$ cat src/rtl/amss_pkg.sv
// Shared types, constants and the glyph decoder of the millivolt scan block.
package amss_pkg;

  localparam int FS_BITS        = 14;
  localparam int MASK_BITS      = 8;
  localparam int MV_BITS        = 14;
  localparam int BCD_BITS       = 4;
  localparam int STORE_DEPTH    = 8;
  localparam int POS_BITS       = 3;
  localparam int SEG_BITS       = 8;
  localparam int CFG_INDEX_BITS = 2;
  localparam int CFG_DATA_BITS  = 14;
  localparam int LANE_STAGES    = 4;

  localparam logic [MV_BITS-1:0]       MV_MAX       = 14'd9999;
  localparam logic [FS_BITS-1:0]       FS_RESET     = 14'd4600;
  localparam logic [MASK_BITS-1:0]     MASK_RESET   = 8'd136;
  localparam logic [SEG_BITS-1:0]      DP_SEGMENT   = 8'h80;

  localparam logic                     OP_LOAD      = 1'b0;
  localparam logic                     OP_SCAN      = 1'b1;

  localparam logic [CFG_INDEX_BITS-1:0] REG_FULL_SCALE = 2'd0;
  localparam logic [CFG_INDEX_BITS-1:0] REG_DP_MASK    = 2'd1;

  // reciprocals for the decimal split
  localparam logic [13:0] RECIP_1000 = 14'd8389;  // >> 23, exact below 10000
  localparam logic [5:0]  RECIP_100  = 6'd41;     // >> 12, exact below 1000
  localparam logic [7:0]  RECIP_10   = 8'd205;    // >> 11, exact below 100

  typedef struct packed {
    logic [BCD_BITS-1:0] d3;
    logic [BCD_BITS-1:0] d2;
    logic [BCD_BITS-1:0] d1;
    logic [BCD_BITS-1:0] d0;
  } digits_t;

  typedef struct packed {
    logic valid;
    logic opcode;
  } head_t;

  function automatic logic [SEG_BITS-1:0] glyph(input logic [BCD_BITS-1:0] code);
    logic [SEG_BITS-1:0] seg;
    unique case (code)
      4'h0: seg = 8'h3F;
      4'h1: seg = 8'h06;
      4'h2: seg = 8'h5B;
      4'h3: seg = 8'h4F;
      4'h4: seg = 8'h66;
      4'h5: seg = 8'h6D;
      4'h6: seg = 8'h7D;
      4'h7: seg = 8'h07;
      4'h8: seg = 8'h7F;
      4'h9: seg = 8'h6F;
      4'hA: seg = 8'h77;
      4'hB: seg = 8'h7C;
      4'hC: seg = 8'h39;
      4'hD: seg = 8'h5E;
      4'hE: seg = 8'h79;
      default: seg = 8'h71;
    endcase
    return seg;
  endfunction

endpackage

$ cat src/rtl/amss_lane.sv
// One channel lane: scale a sample to millivolts and split it into four decimal digits.
module amss_lane #(
  parameter int SAMPLE_BITS = 12
) (
  input  logic                                  clk,
  input  logic [amss_pkg::LANE_STAGES-1:0]      en,
  input  logic [SAMPLE_BITS-1:0]                sample,
  input  logic [amss_pkg::FS_BITS-1:0]          full_scale,
  output amss_pkg::digits_t                     digits
);
  import amss_pkg::*;

  localparam int PROD_BITS = SAMPLE_BITS + FS_BITS;

  logic [PROD_BITS-1:0] product;
  logic [BCD_BITS-1:0]  s2_thou;
  logic [9:0]           s2_rem;
  logic [BCD_BITS-1:0]  s3_thou;
  logic [BCD_BITS-1:0]  s3_hund;
  logic [6:0]           s3_rem;

  logic [MV_BITS-1:0]   mv_raw;
  logic [MV_BITS-1:0]   mv_sat;
  logic [27:0]          thou_prod;
  logic [BCD_BITS-1:0]  thou;
  logic [MV_BITS-1:0]   rem1000_wide;
  logic [15:0]          hund_prod;
  logic [BCD_BITS-1:0]  hund;
  logic [9:0]           rem100_wide;
  logic [14:0]          tens_prod;
  logic [BCD_BITS-1:0]  tens;
  logic [6:0]           units_wide;

  assign mv_raw       = product[SAMPLE_BITS +: MV_BITS];
  assign mv_sat       = (mv_raw > MV_MAX) ? MV_MAX : mv_raw;
  assign thou_prod    = 28'(mv_sat) * 28'(RECIP_1000);
  assign thou         = thou_prod[23 +: BCD_BITS];
  assign rem1000_wide = mv_sat - 14'(thou) * 14'd1000;

  assign hund_prod    = 16'(s2_rem) * 16'(RECIP_100);
  assign hund         = hund_prod[12 +: BCD_BITS];
  assign rem100_wide  = s2_rem - 10'(hund) * 10'd100;

  assign tens_prod    = 15'(s3_rem) * 15'(RECIP_10);
  assign tens         = tens_prod[11 +: BCD_BITS];
  assign units_wide   = s3_rem - 7'(tens) * 7'd10;

  always_ff @(posedge clk) begin
    if (en[0]) begin
      product <= PROD_BITS'(sample) * PROD_BITS'(full_scale);
    end
    if (en[1]) begin
      s2_thou <= thou;
      s2_rem  <= rem1000_wide[9:0];
    end
    if (en[2]) begin
      s3_thou <= s2_thou;
      s3_hund <= hund;
      s3_rem  <= rem100_wide[6:0];
    end
    if (en[3]) begin
      digits.d3 <= s3_thou;
      digits.d2 <= s3_hund;
      digits.d1 <= tens;
      digits.d0 <= units_wide[BCD_BITS-1:0];
    end
  end

endmodule

$ cat src/rtl/amss_merge.sv
// Merge stage: digit store update, scan position and the registered display output.
module amss_merge #(
  parameter int DIGIT_COUNT = 8
) (
  input  logic                              clk,
  input  logic                              rst,
  input  amss_pkg::head_t                   head,
  output logic                              head_ready,
  input  amss_pkg::digits_t                 digits_ch0,
  input  amss_pkg::digits_t                 digits_ch1,
  input  logic [amss_pkg::MASK_BITS-1:0]    dp_mask,
  output logic                              out_valid,
  input  logic                              out_ready,
  output logic [amss_pkg::SEG_BITS-1:0]     segment_pattern,
  output logic [amss_pkg::SEG_BITS-1:0]     digit_enable
);
  import amss_pkg::*;

  localparam logic [POS_BITS-1:0] LAST_POS = POS_BITS'(DIGIT_COUNT - 1);

  logic [BCD_BITS-1:0] digit_store [STORE_DEPTH];
  logic [POS_BITS-1:0] scan_position;
  logic [POS_BITS-1:0] scan_position_next;
  logic                out_free;
  logic                do_load;
  logic                do_scan;
  logic [SEG_BITS-1:0] pattern;

  assign out_free   = !out_valid || out_ready;
  assign head_ready = (head.opcode == OP_LOAD) || out_free;
  assign do_load    = head.valid && (head.opcode == OP_LOAD);
  assign do_scan    = head.valid && (head.opcode == OP_SCAN) && out_free;

  assign scan_position_next = (scan_position == LAST_POS) ? '0 : scan_position + 1'b1;
  assign pattern = glyph(digit_store[scan_position])
                 | (dp_mask[scan_position] ? DP_SEGMENT : '0);

  always_ff @(posedge clk) begin
    if (rst) begin
      for (int k = 0; k < STORE_DEPTH; k++) begin
        digit_store[k] <= '0;
      end
      scan_position <= '0;
      out_valid     <= 1'b0;
    end else begin
      if (do_load) begin
        digit_store[0] <= digits_ch0.d0;
        digit_store[1] <= digits_ch0.d1;
        digit_store[2] <= digits_ch0.d2;
        digit_store[3] <= digits_ch0.d3;
        digit_store[4] <= digits_ch1.d0;
        digit_store[5] <= digits_ch1.d1;
        digit_store[6] <= digits_ch1.d2;
        digit_store[7] <= digits_ch1.d3;
      end
      if (do_scan) begin
        scan_position <= scan_position_next;
        out_valid     <= 1'b1;
      end else if (out_ready) begin
        out_valid     <= 1'b0;
      end
    end
  end

  always_ff @(posedge clk) begin
    if (do_scan) begin
      segment_pattern <= pattern;
      digit_enable    <= SEG_BITS'(1) << scan_position;
    end
  end

endmodule

$ cat src/rtl/adc_millivolt_seven_segment_scan_top.sv
// Top level of the millivolt read-out and seven-segment scan block.
// Input channel (in_valid/in_ready): opcode 0 loads a sample pair, opcode 1
// advances the display scan by one digit. Config channel (cfg_valid/cfg_ready,
// always ready): index 0 full-scale millivolts, index 1 decimal point mask;
// write only while the block is idle.
// Each load goes through two lanes, one per channel, of four stages each
// (multiply, thousands, hundreds, tens/units) and then a merge stage that
// writes the digit store. A scan item reads the store in the merge stage and
// drives segment_pattern/digit_enable on the out channel (out_valid/out_ready).
// Throughput: one item per cycle while out_ready does not hold a scan item
// back, set by the lane pipeline; loads produce no output transfer.
// When the receiver stalls, the pipeline keeps accepting items until its five
// stages are full, then in_ready drops. Reset clears the digit store to zero,
// the scan position to digit 0, the pipeline valid bits, and loads the
// registers with 4600 mV and mask 136.
module adc_millivolt_seven_segment_scan_top #(
  parameter int DIGIT_COUNT = 8,
  parameter int SAMPLE_BITS = 12
) (
  input  logic                                  clk,
  input  logic                                  rst,
  input  logic                                  in_valid,
  output logic                                  in_ready,
  input  logic                                  opcode,
  input  logic [SAMPLE_BITS-1:0]                sample_ch0,
  input  logic [SAMPLE_BITS-1:0]                sample_ch1,
  input  logic                                  cfg_valid,
  output logic                                  cfg_ready,
  input  logic [amss_pkg::CFG_INDEX_BITS-1:0]   cfg_index,
  input  logic [amss_pkg::CFG_DATA_BITS-1:0]    cfg_data,
  output logic                                  out_valid,
  input  logic                                  out_ready,
  output logic [amss_pkg::SEG_BITS-1:0]         segment_pattern,
  output logic [amss_pkg::SEG_BITS-1:0]         digit_enable
);
  import amss_pkg::*;

  logic [FS_BITS-1:0]     full_scale_millivolts;
  logic [MASK_BITS-1:0]   decimal_point_mask;
  logic [LANE_STAGES-1:0] stage_valid;
  logic [LANE_STAGES-1:0] stage_op;
  logic [LANE_STAGES-1:0] stage_en;
  logic                   head_ready;
  head_t                  head;
  digits_t                digits_ch0;
  digits_t                digits_ch1;

  assign cfg_ready = 1'b1;

  always_ff @(posedge clk) begin
    if (rst) begin
      full_scale_millivolts <= FS_RESET;
      decimal_point_mask    <= MASK_RESET;
    end else if (cfg_valid) begin
      unique case (cfg_index)
        REG_FULL_SCALE: full_scale_millivolts <= cfg_data[FS_BITS-1:0];
        REG_DP_MASK:    decimal_point_mask    <= cfg_data[MASK_BITS-1:0];
        default: ;
      endcase
    end
  end

  always_comb begin
    stage_en[LANE_STAGES-1] = !stage_valid[LANE_STAGES-1] || head_ready;
    for (int k = LANE_STAGES - 2; k >= 0; k--) begin
      stage_en[k] = !stage_valid[k] || stage_en[k+1];
    end
  end

  assign in_ready = stage_en[0];

  always_ff @(posedge clk) begin
    if (rst) begin
      stage_valid <= '0;
    end else begin
      if (stage_en[0]) begin
        stage_valid[0] <= in_valid;
      end
      for (int k = 1; k < LANE_STAGES; k++) begin
        if (stage_en[k]) begin
          stage_valid[k] <= stage_valid[k-1];
        end
      end
    end
  end

  always_ff @(posedge clk) begin
    if (stage_en[0]) begin
      stage_op[0] <= opcode;
    end
    for (int k = 1; k < LANE_STAGES; k++) begin
      if (stage_en[k]) begin
        stage_op[k] <= stage_op[k-1];
      end
    end
  end

  assign head.valid  = stage_valid[LANE_STAGES-1];
  assign head.opcode = stage_op[LANE_STAGES-1];

  amss_lane #(.SAMPLE_BITS(SAMPLE_BITS)) u_lane_ch0 (
    .clk        (clk),
    .en         (stage_en),
    .sample     (sample_ch0),
    .full_scale (full_scale_millivolts),
    .digits     (digits_ch0)
  );

  amss_lane #(.SAMPLE_BITS(SAMPLE_BITS)) u_lane_ch1 (
    .clk        (clk),
    .en         (stage_en),
    .sample     (sample_ch1),
    .full_scale (full_scale_millivolts),
    .digits     (digits_ch1)
  );

  amss_merge #(.DIGIT_COUNT(DIGIT_COUNT)) u_merge (
    .clk             (clk),
    .rst             (rst),
    .head            (head),
    .head_ready      (head_ready),
    .digits_ch0      (digits_ch0),
    .digits_ch1      (digits_ch1),
    .dp_mask         (decimal_point_mask),
    .out_valid       (out_valid),
    .out_ready       (out_ready),
    .segment_pattern (segment_pattern),
    .digit_enable    (digit_enable)
  );

endmodule
$ cat config.mk
export PLATFORM = sky130hd
export DESIGN_NAME = adc_millivolt_seven_segment_scan_top
export DESIGN_NICKNAME = d
export VERILOG_FILES = /design/src/rtl/amss_pkg.sv /design/src/rtl/amss_lane.sv /design/src/rtl/amss_merge.sv /design/src/rtl/adc_millivolt_seven_segment_scan_top.sv
export SDC_FILE = /design/constraint.sdc
export NUM_CORES = 1
export LEC_CHECK = 0
export BUFFER_PORTS_ARGS = -buffer_cell sky130_fd_sc_hd__buf_2
export CAP_MARGIN = 25
export CELL_PAD_IN_SITES_DETAIL_PLACEMENT = 0
export CELL_PAD_IN_SITES_GLOBAL_PLACEMENT = 1
export CORE_MARGIN = 2
export CORE_UTILIZATION = 56
export CTS_BUF_LIST = sky130_fd_sc_hd__clkbuf_16
export DETAILED_ROUTE_END_ITERATION = 7
export PLACE_DENSITY = 0.91
export SYNTH_ARGS = -nofsm -noshare
export SYNTH_HDL_FRONTEND = slang
export SYNTH_SLANG_ARGS = --single-unit
export TNS_END_PERCENT = 100
$ cat constraint.sdc
create_clock -name clk -period 15.86 [get_ports clk]
set_clock_uncertainty 0.15 [all_clocks]
set_input_delay 3.172 -clock clk [delete_from_list [all_inputs] [get_ports clk]]
set_output_delay 3.172 -clock clk [all_outputs]
set_load 0.01 [all_outputs]
Yosys cells after proc, flatten, opt, wreduce, memory -nomap -nowiden

Memory sizes are Yosys's and may differ from the RTL's. A register that Yosys moved wholly into a read port is not among the register bits.
Index checks and enable logic that the tools add are counted.

Input port bits: 46
Register bits: 192
ROM bits: 112
Memory bits (writable): 32
Memories kept: 2
Logic and storage cells: 114
Output and inout bits: 19

Memory list:

| name                | depth | width | rd ports | clocked after memory_dff | wr ports | RTL line         | source |
|---|---|---|---|---|---|---|---|
| (no name shown)     | 16    | 7     | 1        | 0                        | 0        | amss_pkg.sv:45   | `unique case (code)` |
| u_merge.digit_store | 8     | 4     | 1        | 1                        | 8        | amss_merge.sv:21 | `logic [BCD_BITS-1:0] digit_store [STORE_DEPTH];` |

Multiplexer cells: 23
Bitwise gates (word level): 10
$mul: 14
Reductions and logical operators: 18
$lt $le $gt $ge: 3
Equal/unequal tests: 2
Shift-type cells: 1
Add/subtract/negate cells: 7

Operators by type and width:

| kind                                                                          | count |
|---|---|
| 14-bit by 14-bit multiplier with 27-bit output (second input constant)        | 2 |
| 12-bit by 14-bit multiplier with 26-bit output                                | 2 |
| 10-bit by 6-bit multiplier with 16-bit output (second input constant)         | 2 |
| 4-bit 2-to-1 mux                                                              | 8 |
| 7-bit by 8-bit multiplier with 15-bit output (second input constant)          | 2 |
| 14-bit greater-than comparator (second input constant)                        | 2 |
| 14-bit 2-to-1 mux                                                             | 2 |
| 10-bit subtractor                                                             | 2 |
| 4-bit by 7-bit multiplier with 7-bit output (second input constant)           | 2 |
| 7-bit subtractor                                                              | 2 |
| 4-bit by 5-bit multiplier with 5-bit output (second input constant)           | 2 |
| 3-bit 2-to-1 mux                                                              | 3 |
| 4-bit by 3-bit multiplier with 3-bit output (second input constant)           | 2 |
| 1-bit 2-to-1 mux                                                              | 8 |
| 8-bit 2-to-1 mux                                                              | 1 |
| 1-bit bitwise OR                                                              | 8 |
| 8-bit bitwise OR                                                              | 1 |
| 1-bit by 3-bit left shift with 8-bit output (first input constant)            | 1 |
| 4-bit subtractor                                                              | 2 |
| 1-bit logical OR                                                              | 6 |
| 1-bit zero test                                                               | 5 |
| 3-bit by 4-bit less-than comparator with 1-bit output (second input constant) | 1 |
| 2-bit AND reduction                                                           | 2 |
| 3-bit by 1-bit adder with 3-bit output (second input constant)                | 1 |
| other kinds (7)                                                               | 9 |

Depth between registers and ports, before layout

Depth in word-level cells: 7
Gate-level depth with buffers: 36
Gate-level depth less buffers: 35

Modules after synthesis

Synthesis repeated with hierarchy kept, for this count alone.

Cell total of the unflattened synthesis: 2644
Area total of the unflattened synthesis: 26764.4 µm²

Modules (own cells, without submodules):

| module                               | instances | cells each | sequential area each (µm²) | area an instance (µm²) |
|---|---|---|---|---|
| amss_lane (u_lane_ch0)               | 1         | 1215       | 1771.7                     | 11614.9 |
| amss_lane (u_lane_ch1)               | 1         | 1138       | 1771.7                     | 11305.8 |
| amss_merge                           | 1         | 174        | 1581.5                     | 2623.8 |
| adc_millivolt_seven_segment_scan_top | 1         | 117        | 640.6                      | 1219.9 |

Least setup slack after synthesis

Ideal clock, no wire load.

Path kind: input to register
From: input port sample_ch1[5]
To: register u_lane_ch1.product[19] (data pin)
Cell stages on the path: 17
Arrival: 7905 ps
Path buffers: 1
Data required time: 15452 ps
Setup time: 258 ps
Setup slack: 7547 ps
Cells stage by stage: clkbuf_1 > nand2_1 > fa_1 > inv_1 > fa_1 > fa_1 > fa_1 > fa_1 > ha_1 > a21o_1 > a211o_1 > a211oi_1 > o21ai_0 > and2_1 > a211o_1 > a21oi_1 > xnor2_1

Longest elaborated chain between the ends: 1

Ends and longest elaborated chain:

| what                                           | RTL line                                   | source |
|---|---|---|
| from (decl)                                    | adc_millivolt_seven_segment_scan_top.sv:26 | `input logic [SAMPLE_BITS-1:0] sample_ch1,` |
| 12-bit by 14-bit multiplier with 26-bit output | amss_lane.sv:50                            | `product <= PROD_BITS'(sample) * PROD_BITS'(full_scale);` |
| to (signal assigned)                           | amss_lane.sv:50                            |  |
| to (decl)                                      | amss_lane.sv:15                            | `logic [PROD_BITS-1:0] product;` |

Every way passes these cells.
A chain may end at the register's enable or synchronous reset.

Worst setup path after layout

From: register u_lane_ch1.product[19]
To: register u_lane_ch1.s2_rem[8] (data pin)

Longest elaborated chain between the ends: 5

Ends and longest elaborated chain:

| what                                               | RTL line        | source |
|---|---|---|
| 14-bit greater-than comparator                     | amss_lane.sv:35 | `assign mv_sat = (mv_raw > MV_MAX) ? MV_MAX : mv_raw;` |
| 14-bit 2-to-1 mux (*)                              | amss_lane.sv:35 |  |
| 14-bit by 14-bit multiplier with 27-bit output (*) | amss_lane.sv:36 | `assign thou_prod = 28'(mv_sat) * 28'(RECIP_1000);` |
| net u_lane_ch1.thou_prod[25]                       | amss_lane.sv:24 | `logic [27:0] thou_prod;` |
| 4-bit by 7-bit multiplier with 7-bit output (*)    | amss_lane.sv:38 | `assign rem1000_wide = mv_sat - 14'(thou) * 14'd1000;` |
| 10-bit subtractor (*)                              | amss_lane.sv:38 |  |
| net u_lane_ch1.rem1000_wide[8]                     | amss_lane.sv:26 | `logic [MV_BITS-1:0] rem1000_wide;` |
| to (signal assigned)                               | amss_lane.sv:54 | `s2_rem <= rem1000_wide[9:0];` |
| to (decl)                                          | amss_lane.sv:17 | `logic [9:0] s2_rem;` |

The timed path passes the listed nets; every way through them passes the cells marked *.

==> summary.txt <==
Die
  • Initial core utilization: 0.5684
  • Die ar.: 49010 µm²
  • Io pins: 65
  • Die Y: 221.4 µm
  • Core area: 46560 µm²
  • Die span in x: 221.4 µm
  • Num rows: 79

Setup path
  • Crit start category: flop
  • Worst-path fanout max: 19
  • Crit Reg-Reg Startpoint: u_lane_ch1.product[19]
  • Setup crit start: u_lane_ch1.product[19]
  • CP arrival: 9.15 ns
  • Worst stage delay on the critical path: 0.59 ns
  • Critical path's slowest cell: or4_4
  • Worst Path Required: 15.96 ns
  • Most frequent cell on the critical path: ha_1
  • Element type at the critical path end: flop
  • Setup CP Type: reg -> reg

Drt
  • Via count: 17998
  • Vias/cell: 5.467
  • Remaining DRCs: 0
  • DRT Wirelength: 55.99 mm
  • Pre-antenna DRT Iters: 5
  • DR iter-0 viols: 922
  • Post-DRT Antenna Nets: 0
  • Drt wl/cell: 17.01 µm

Clock network
  • Reg clk slew, reported paths: 0.06 ns
  • Worst skew pair latency: 0.51 ns
  • CTS Hold Bufs: 0
  • Bufs on Longest Clock Path: 3
  • # Post-CTS Setup Buffers: 0
  • CTS buffer count: 22
  • Max H-tree Level: 1
  • CTS tree: done
  • Clock sink count: 203
  • Clock root cell: clkbuf_16
  • CTS resizes: 0

Placed design
  • Dpl cell area: 27430 µm²
  • Routability-driven placement congestion ratio: 0.9469
  • # port buffers: 63
  • Hpwl dp: 45.38 mm

Synthesis
  • Mean Syn Cell Area: 10.05 µm²
  • Main combinational cell family by area after synthesis: adder cells
  • Number of synthesized flops with an enable pin: 170
  • Area contributors post-synth: fa_1, ha_1, edfxtp_1
  • Synth Cell Area: 26460 µm²
  • Most used DFF post-synth: edfxtp_1
  • Synth top cells by count: inv_1, ha_1, fa_1, nand2_1, edfxtp_1
  • Yosys reg bits: 203
  • Netlist cell types: 73
  • Async SR Flop Fraction: 0
  • Syn nets: 3460
  • Complex-gate fraction of the synthesized area: 0.05820
  • Seq/Total Area, Yosys: 0.2179
  • Post-Synth Simple-Gate Area: 0.1257
  • Post-Synth XOR/XNOR Area: 0.03830
  • Multiplexer area fraction after synthesis: 0.01641
  • Most frequent cell after synthesis: inv_1
  • Synth warn: 0
  • Post-Synthesis Cells: 2632
  • Share of the synthesized area in the top cell type: 0.2360
  • Adder-Cell Fraction of Synth Area: 0.4586
  • Dominant cell type by area after synthesis: fa_1

STA
  • WHS: 0.2668 ns
  • Worst-Margin Slew: 0.7760 ns
  • Unrepaired setup endpoints after global routing: false
  • Achievable Freq: 0.1104 GHz
  • Max Transition Viols Final: 0
  • Final Hold Vio Count: 0
  • Setup TNS: 0 ns
  • Slew margin rel.: 0.4679
  • Setup-failing EPs final: 0
  • Period minus WS final: 9.056 ns
  • Fin crit share: 0.5710

Worst hold path
  • Worst hold path class: reg -> reg
  • Start point of the worst hold path: u_lane_ch1.s2_thou[0]

Flow run
  • Max cap viols: 0

Finish
  • Finished Cell Area: 28120 µm²
  • Synth-to-layout area growth: 6.260%
  • Filler Cell Count: 3836
  • Share of cells above drive strength 1: 0.05856
  • Final Net Count: 3495
  • Finished Core Util: 0.6040

GRT
  • Vias in the first global route: 19505
  • Global-route wire length before repair: 95.01 mm
  • Initial antenna violation count: 4
  • GRT Total Usage: 0.2359
  • Largest net degree at the start of global routing: 41
  • Total gr overflow: 0

Status
  • Status: complete, no violations
-- worst max-delay path: cells and delay by family, from the launching register on --
family,cells,cell delay (ns)
XOR/XNOR,2,0.53
adder cells (fa/ha/maj),7,2.35
buffers and inverters,3,0.34
AO/OA/AOI/OAI,9,2.69
AND/OR/NAND/NOR,8,2.22
flip-flops,1,0.48
-- final cells by class --
class                   instances  area [µm²]  area share
inverters                     522        1959     0.06968
multi-input cells            1833       18460      0.6564
repair buffers                 85       484.2     0.01722
diodes                          4       10.01   0.0003560
clock inverters                16       131.4    0.004672
well taps                     607       759.5     0.02701
clock buffers                  22       550.5     0.01958
flip-flops and latches        203        5766      0.2050
-- path summary, 6_finish.rpt --
check | slack, ns | depth (start not counted) | end
hold / removal | 0.27 | 0 | u_lane_ch1.s3_thou[0]
setup / recovery | 6.80 | 29 | u_lane_ch1.s2_rem[8]
setup reg to reg | 6.80 | 29 | u_lane_ch1.s2_rem[8]
hold reg to reg | 0.27 | 0 | u_lane_ch1.s3_thou[0]
-- registers in the layout, summed over array words and instances, names as in the netlist, 4 cells and up, named ones only --
name	cells
u_lane_ch1.s2_rem	10
stage_valid	4
u_merge.digit_store	32
decimal_point_mask	8
u_lane_ch1.s3_thou	4
u_lane_ch0.product	14
full_scale_millivolts	14
u_lane_ch0.s3_rem	7
u_lane_ch0.s2_rem	10
u_lane_ch1.s3_hund	4
u_lane_ch1.product	14
u_lane_ch0.s3_hund	4
u_lane_ch1.s2_thou	4
stage_op	4
u_lane_ch0.s3_thou	4
u_lane_ch1.digits	16
u_lane_ch0.s2_thou	4
u_lane_ch0.digits	16
u_merge.segment_pattern	8
u_lane_ch1.s3_rem	7
u_merge.digit_enable	8
-- through the flow --
| step | worst slack, ns | instances |
|---|---|---|
| after global routing | 6.116 | 3289 |
| after global placement | 7.097 | 3249 |
| after detailed placement | 6.826 | 3250 |
| final | 6.804 | 3292 |
| after floorplan | 7.547 | 2632 |
| after CTS | 6.799 | 3288 |
-- per-layer routing --
layer | GRT usage | wire length [µm]
met1 | 0.3074 | 24030
met2 | 0.4093 | 27270
met3 | 0.03293 | 3008
met4 | 0.06993 | 1661
met5 | 0 | 21
-- logic make-up (layout without fill, tap and decap cells) --
kind of cell,after synthesis,after routing
mux,29,29
compound gates,221,221
buf+inv,596,645
simple gates,688,688
fa+ha+maj,783,783
other cells,1,5
xor+xnor,111,111
flops,203,203
-- cells in the final DEF, fill, tap and decap left out, types with 33 or more instances in the layout --
cell,count
nand2_1,309
edfxtp_1,170
nor2_1,89
buf_2,63
a21oi_1,54
inv_1,525
fa_1,312
dfxtp_1,33
xnor2_1,80
a21o_1,37
ha_1,470
and2_1,146
Power is left out: the tool's default activity adds up to more than one toggle a clock period on the data nets, which glitch-free logic cannot reach.
